### config.mk
export PLATFORM = sky130hd
export DESIGN_NAME = bti_controller
export DESIGN_NICKNAME = d
export VERILOG_FILES = /design/src/hdl/bti_pkg.sv /design/src/hdl/bti_controller.sv
export SDC_FILE = /design/constraint.sdc
export NUM_CORES = 1
export LEC_CHECK = 0
export ABC_AREA = 0
export BUFFER_PORTS_ARGS = -buffer_cell sky130_fd_sc_hd__buf_2
export CAP_MARGIN = 20
export CORE_MARGIN = 2
export CORE_UTILIZATION = 30
export CTS_BUF_LIST = sky130_fd_sc_hd__clkbuf_16
export DETAILED_ROUTE_END_ITERATION = 8
export SETUP_SLACK_MARGIN = 0.5
export SYNTH_ARGS = -nofsm -noshare
export SYNTH_HDL_FRONTEND = slang
export SYNTH_SLANG_ARGS = --single-unit
export TNS_END_PERCENT = 1
### constraint.sdc
create_clock -name clk -period 1.9 [get_ports clk]
set_input_delay 0.095 -clock clk [delete_from_list [all_inputs] [get_ports clk]]
set_output_delay 0.095 -clock clk [all_outputs]
set_load 0.1 [all_outputs]
### src/hdl/bti_pkg.sv
package bti_pkg;

  localparam int DEF_MAX_ROWS = 32;
  localparam int DEF_MAX_COLS = 32;

  localparam int CNT_W   = 6;
  localparam int VAL_W   = 32;
  localparam int IDX_W   = 10;
  localparam int FRAC_W  = 17;
  localparam logic [FRAC_W-1:0] FRAC_ONE = 17'h10000;

  // Input actions.
  localparam logic [1:0] ACT_ROW_BP = 2'd0;
  localparam logic [1:0] ACT_COL_BP = 2'd1;
  localparam logic [1:0] ACT_GRID   = 2'd2;
  localparam logic [1:0] ACT_QUERY  = 2'd3;

  // Configuration register indexes.
  localparam logic REG_ROW_COUNT = 1'b0;
  localparam logic REG_COL_COUNT = 1'b1;

  typedef enum logic [3:0] {
    ST_IDLE,
    ST_RD_FIRST,
    ST_RD_LAST,
    ST_EDGE,
    ST_SRCH_RD,
    ST_SRCH_CMP,
    ST_DIV_INIT,
    ST_DIV,
    ST_GRID,
    ST_BLEND_MUL,
    ST_BLEND_ADD,
    ST_OUT
  } state_t;

  typedef enum logic [1:0] {
    RD_FIRST,
    RD_LAST,
    RD_MID
  } rd_sel_t;

  typedef struct packed {
    logic       accept;
    rd_sel_t    rd_sel;
    logic       cap_first;
    logic       edge_chk;
    logic       srch_step;
    logic       div_init;
    logic       div_step;
    logic       div_last;
    logic       axis_next;
    logic       grid_cap;
    logic [1:0] corner;
    logic       blend_mul;
    logic       blend_add;
    logic [1:0] blend_sel;
    logic       out_load;
  } ctrl_cmd_t;

  typedef struct packed {
    logic table_ready;
    logic axis_col;
    logic edge_hit;
    logic srch_done;
    logic div_trivial;
    logic out_free;
  } dp_status_t;

endpackage

### src/hdl/bti_controller.sv
module bti_controller (
  input  logic                clk,
  input  logic                rst_n,
  input  logic                in_valid,
  input  logic [1:0]          in_action,
  output logic                in_ready,
  input  bti_pkg::dp_status_t status,
  output bti_pkg::ctrl_cmd_t  cmd
);
  import bti_pkg::*;

  state_t     state_r, state_nxt;
  logic [4:0] cnt_r, cnt_nxt;
  state_t     axis_done_state;

  always_ff @(posedge clk) begin
    if (!rst_n) begin
      state_r <= ST_IDLE;
      cnt_r   <= '0;
    end else begin
      state_r <= state_nxt;
      cnt_r   <= cnt_nxt;
    end
  end

  // After the row axis the column axis is searched, then the grid is read.
  assign axis_done_state = status.axis_col ? ST_GRID : ST_RD_FIRST;

  always_comb begin
    state_nxt = state_r;
    cnt_nxt   = cnt_r;
    cmd       = '0;
    cmd.rd_sel = RD_FIRST;
    in_ready  = 1'b0;
    case (state_r)
      ST_IDLE: begin
        in_ready = 1'b1;
        if (in_valid) begin
          cmd.accept = 1'b1;
          if (in_action == ACT_QUERY) begin
            state_nxt = status.table_ready ? ST_RD_FIRST : ST_OUT;
          end
        end
      end
      ST_RD_FIRST: begin
        cmd.rd_sel = RD_FIRST;
        state_nxt  = ST_RD_LAST;
      end
      ST_RD_LAST: begin
        cmd.rd_sel    = RD_LAST;
        cmd.cap_first = 1'b1;
        state_nxt     = ST_EDGE;
      end
      ST_EDGE: begin
        cmd.edge_chk = 1'b1;
        if (status.edge_hit) begin
          cmd.axis_next = !status.axis_col;
          cnt_nxt       = '0;
          state_nxt     = axis_done_state;
        end else begin
          state_nxt = ST_SRCH_RD;
        end
      end
      ST_SRCH_RD: begin
        if (status.srch_done) begin
          state_nxt = ST_DIV_INIT;
        end else begin
          cmd.rd_sel = RD_MID;
          state_nxt  = ST_SRCH_CMP;
        end
      end
      ST_SRCH_CMP: begin
        cmd.rd_sel    = RD_MID;
        cmd.srch_step = 1'b1;
        state_nxt     = ST_SRCH_RD;
      end
      ST_DIV_INIT: begin
        cmd.div_init = 1'b1;
        cnt_nxt      = '0;
        if (status.div_trivial) begin
          cmd.axis_next = !status.axis_col;
          state_nxt     = axis_done_state;
        end else begin
          state_nxt = ST_DIV;
        end
      end
      ST_DIV: begin
        cmd.div_step = 1'b1;
        cmd.div_last = (cnt_r == 5'd15);
        cnt_nxt      = cnt_r + 5'd1;
        if (cnt_r == 5'd15) begin
          cmd.axis_next = !status.axis_col;
          cnt_nxt       = '0;
          state_nxt     = axis_done_state;
        end
      end
      ST_GRID: begin
        cmd.corner   = cnt_r[1:0];
        cmd.grid_cap = (cnt_r != 5'd0);
        cnt_nxt      = cnt_r + 5'd1;
        if (cnt_r == 5'd4) begin
          cnt_nxt   = '0;
          state_nxt = ST_BLEND_MUL;
        end
      end
      ST_BLEND_MUL: begin
        cmd.blend_mul = 1'b1;
        cmd.blend_sel = cnt_r[1:0];
        state_nxt     = ST_BLEND_ADD;
      end
      ST_BLEND_ADD: begin
        cmd.blend_add = 1'b1;
        cmd.blend_sel = cnt_r[1:0];
        if (cnt_r == 5'd2) begin
          cnt_nxt   = '0;
          state_nxt = ST_OUT;
        end else begin
          cnt_nxt   = cnt_r + 5'd1;
          state_nxt = ST_BLEND_MUL;
        end
      end
      ST_OUT: begin
        if (status.out_free) begin
          cmd.out_load = 1'b1;
          state_nxt    = ST_IDLE;
        end
      end
      default: begin
        state_nxt = ST_IDLE;
      end
    endcase
  end

endmodule
Yosys cells after proc, flatten, opt, wreduce, memory -nomap -nowiden
Cells that the tools add are included.
{"block": "totals", "register_bits": 9, "inputBits": 11, "output_inout_bits": 19, "word_cells": 68}
{"block": "classes", "addsub": 1, "n_eq_ne": 21, "n_mux": 37, "reduce_logical": 7}
{"operator": "one-hot mux 4 bit (12 select lines)", "count": 1}
{"operator": "2-to-1 mux 4 bit", "count": 9}
{"operator": "one-hot mux 5 bit (5 select lines)", "count": 1}
{"operator": "2-to-1 mux 5 bit", "count": 4}
{"operator": "equality test 4 x 3 -> 1 bit, second input constant", "count": 4}
{"operator": "equality test 4 bit, second input constant", "count": 4}
{"operator": "2-to-1 mux 1 bit", "count": 14}
{"operator": "!= test 2 bit, second input constant", "count": 6}
{"operator": "2-to-1 mux 2 bit", "count": 5}
{"operator": "nonzero test 5 bit", "count": 2}
{"operator": "equality test 4 x 2 -> 1 bit, second input constant", "count": 2}
{"operator": "one-hot mux 2 bit (3 select lines)", "count": 1}
{"operator": "adder 5 x 1 -> 5 bit, second input constant", "count": 1}
{"operator": "equality test 5 x 2 -> 1 bit, second input constant", "count": 1}
{"operator": "equality test 5 x 3 -> 1 bit, second input constant", "count": 1}
{"operator": "equality test 5 x 4 -> 1 bit, second input constant", "count": 1}
{"operator": "AND reduction 5 bit", "count": 1}
{"operator": "equality test 4 x 1 -> 1 bit, second input constant", "count": 1}
{"operator": "logical NOT 4 bit", "count": 1}
{"operator": "2-to-1 mux 3 bit", "count": 1}
{"operator": "one-hot mux 1 bit (3 select lines)", "count": 1}
{"operator": "equality test 2 bit, second input constant", "count": 1}
{"operator": "AND reduction 2 bit", "count": 1}
{"operator": "OR reduction 2 bit", "count": 1}
{"operator": "logical NOT 1 bit", "count": 1}

Depth between registers and ports, before layout
{"block": "logic_depth", "word_depth": 4, "ltp_mapped": 6, "depth_no_buf": 6}

Least setup slack after synthesis
OpenSTA, ideal clock, no wires.
{"block": "synth_timing", "kind": "reg-to-output", "start": "reg state_r[3]", "end": "out cmd[17] (netlist bit)", "arrival_ps": 4514, "required_ps": 1805, "path_slack_ps": -2709, "path_stages_with_launch": 4, "path_buffers": 1, "cell_sequence": "dfxtp_1 -> buf_2 -> nor4_1 -> and2_1"}
{"item": "from (decl)", "line_no": "bti_controller.sv:12", "text": "state_t state_r, state_nxt;"}
{"item": "from (signal assigned)", "line_no": "bti_controller.sv:21", "text": "state_r <= state_nxt;"}
{"item": "to (decl)", "line_no": "bti_controller.sv:8", "text": "output bti_pkg::ctrl_cmd_t cmd"}

==> results.toml <==
[run_status]
status = "complete, no violations"

[hold_path]
hold_class = "input port to register"
holdPathStages = 3

[synthesis]
synth_area_um2 = 984.7
synthDistinctLibCells = 49
synth_flop_cell = "dfxtp_1"
async_reset_ff_share_pct = 0
synth_edf_count = 0
yosys_warnings = 0
syn_avg_cell_area_um2 = 7.084
syn_inst = 139
seq_area_frac_synth_pct = 18.30
synth-seq-cells = 9
syn-num-nets = 154

[sta]
fin_crit_sh_pct = 91.89
rsz0062_at_grt = "yes"
skew_ps = 2.951
layout_min_cycle_time_ps = 1746
slew_viol_final = 0
slew_headroom_pct = 68.54
fmax_ghz = 0.5728
tightestPinTransition_ps = 465.7
whs_ps = 174.2
hold_viol_final = 0
setup_violations = 0

[layout]
fill_cells = 273
antenna_cells = 0
area_growth_pct = 73.82
drive_gt1_share_pct = 41.95
design_area_mm2 = 0.001712
final_cells = 218
nNetsFinal = 190

[global_routing]
grt_pass1_wl_um = 4974
grt_antenna_before_repair = 0
grt_overflow_total = 0
grt_usage_pct = 17.65
grt_pass1_vias = 1090
grt_max_degree = 15

[worst_setup_path]
path_max_fanout = 4
critical-path-max-stage-delay_ps = 360
required_ps = 1800
crit_arrival_ps = 1650
crit_path_top_delay_cell = "dfxtp_4"
startpoint_type = "register"
critical_path_class = "register to primary output"
crit_chain = "ha_4 > and4b_1 > mux2_4 > mux2i_4 > nor4_4 > buf_12"
end_kind = "primary output"
ff2ff_path_depth = 4

[detailed_routing]
via_per_inst = 5.353
drt_drc_violations_left = 0
first_iter_violations = 76
drtPass1Iterations = 4
wirelength_um = 2976
ant_nets = 0
vias = 1167
wl_per_cell_um = 13.65

[clock_tree]
clockBufferDepth = 2
ctsHoldBuffers = 0
cts_tree = "yes"
htreeDepth = 1
cts.clk_slew.worst_paths_ps = 40
cts_sinks = 9
numCtsBuffers = 3
clock_latency_ps = 240
cts_root_buf = "clkbuf_16"

[die]
start_util_pct = 31.99
num_rows = 20
die_width_um = 61.29
ios = 30
core-area_mm2 = 0.003078
dieHeight_um = 61.29
die_area_mm2 = 0.003756

[power_and_ir_drop]
irDropWorstVdd_mv = 0.6669
p_leak_uw = 0.0006703
power.total_uw = 1999
powerDensity_mw_per_mm2 = 1168

[placement]
port_buffers = 29
gp_congestion = 0.8757
dp_hpwl_um = 2287
dp.cells = 210
placed_cell_area_mm2 = 0.001536

[flow_run]
max-cap-violations = 0
layer usage:
metal  vias to the layer above  track usage [%]  part of all wire [%]
met4                         0            7.143                   1.7
met2                        34            29.79                    50
met3                         5            1.891                   4.5
met5                         -                0                     0
met1                       538            22.90                    43
li1                        590                -                     -
registers in the layout, summed over array words and instances (netlist names):
signal	count
cnt_r	5
state_r	4
synth_stat cells (3+ instances only):
cell / count / area [µm²]
nor3_1: 9 / 45.04
clkbuf_1: 7 / 26.28
dfxtp_1: 9 / 180.2
nand4b_1: 3 / 26.28
nor4_1: 3 / 18.77
ha_1: 4 / 50.05
nand2_1: 10 / 37.54
a21o_1: 3 / 22.52
nand2b_1: 6 / 37.54
inv_1: 8 / 30.03
nor2_1: 13 / 48.80
buf_2: 3 / 15.01
nand3_1: 6 / 30.03
a21oi_1: 5 / 25.02
o21ai_0: 7 / 35.03
worst paths after layout:
path / from / slack [ps] / to
worst max-delay path: cnt_r[0]$_SDFFE_PN0P_ / 150 / cmd[8]
worst min-delay path: rst_n / 170 / state_r[3]$_SDFFE_PN0P_
worst max register to register: state_r[3]$_SDFFE_PN0P_ / 200 / state_r[0]$_SDFFE_PN0P_
worst min register to register: cnt_r[0]$_SDFFE_PN0P_ / 540 / cnt_r[0]$_SDFFE_PN0P_
cells by family after synthesis:
family                     after synthesis  synth area share [%]
and+or+nand+nor                         65                 36.98
AOI/OAI and AO/OA                       38                 27.32
buffers and inverters                   20                 9.149
DFF                                      9                 18.30
adders and majority gates                4                 5.083
muxes                                    3                 3.177
stage by stage:
| stage | worst slack, ps | util [%] | TNS [ps] |
|---|---|---|---|
| detailed placement | 142.7 | 49.92 | 0 |
| CTS | 159.2 | 55.04 | 0 |
| global placement | 170.9 | 49.92 | 0 |
| floorplan | -379.5 | - | -2900 |
| finish | 154.1 | 55.61 | 0 |
| global route | 95.15 | 55.61 | 0 |
layout by cell type (no fill, tap or decap), types with 2 or more instances in the layout:
cell type   n
a21o_1      3
a21oi_1     4
a31oi_1     2
and3_1      2
and3b_1     2
buf_12     17
buf_2      11
buf_4      14
clkbuf_16   3
dfxtp_1     3
dfxtp_2     3
dfxtp_4     3
ha_1        2
inv_1       9
nand2_1    10
nand2b_1    6
nand3_1     6
nand4b_1    3
nor2_1      8
nor2_2      5
nor2b_1     2
nor3_1      4
nor3_2      4
nor4_4      2
o211ai_1    2
o21a_1      2
o21ai_0     7
o221ai_1    2
cell type report:
type	instances	area, µm²	area share, %
Clock buffer	3	75.07	4.386
Clock inverter	1	3.754	0.2193
Inverter	8	30.03	1.754
Multi-Input combinational cell	110	840.8	49.12
Sequential cell	9	195.2	11.40
Tap cell	44	55.05	3.216
Timing Repair Buffer	43	511.7	29.90
power breakdown:
part	internal [µW]	switching, µW
clock	275	95.4
sequential	237	79.6
combinational	469	843
total	982	1020
worst max-delay path: cells and delay by family (launching register included):
kind	cells	cell delay, ps
DFF	1	360
muxes	2	240
and+or+nand+nor	2	470
adders and majority gates	1	130
buffers and inverters	1	210
what timing repair did:
item	in CTS	in global routing
gates resized for setup	15	3
buffers inserted	4	0
pin swaps	3	0
setup endpoints to repair	28	28
Power figures use the tool's default switching activity.
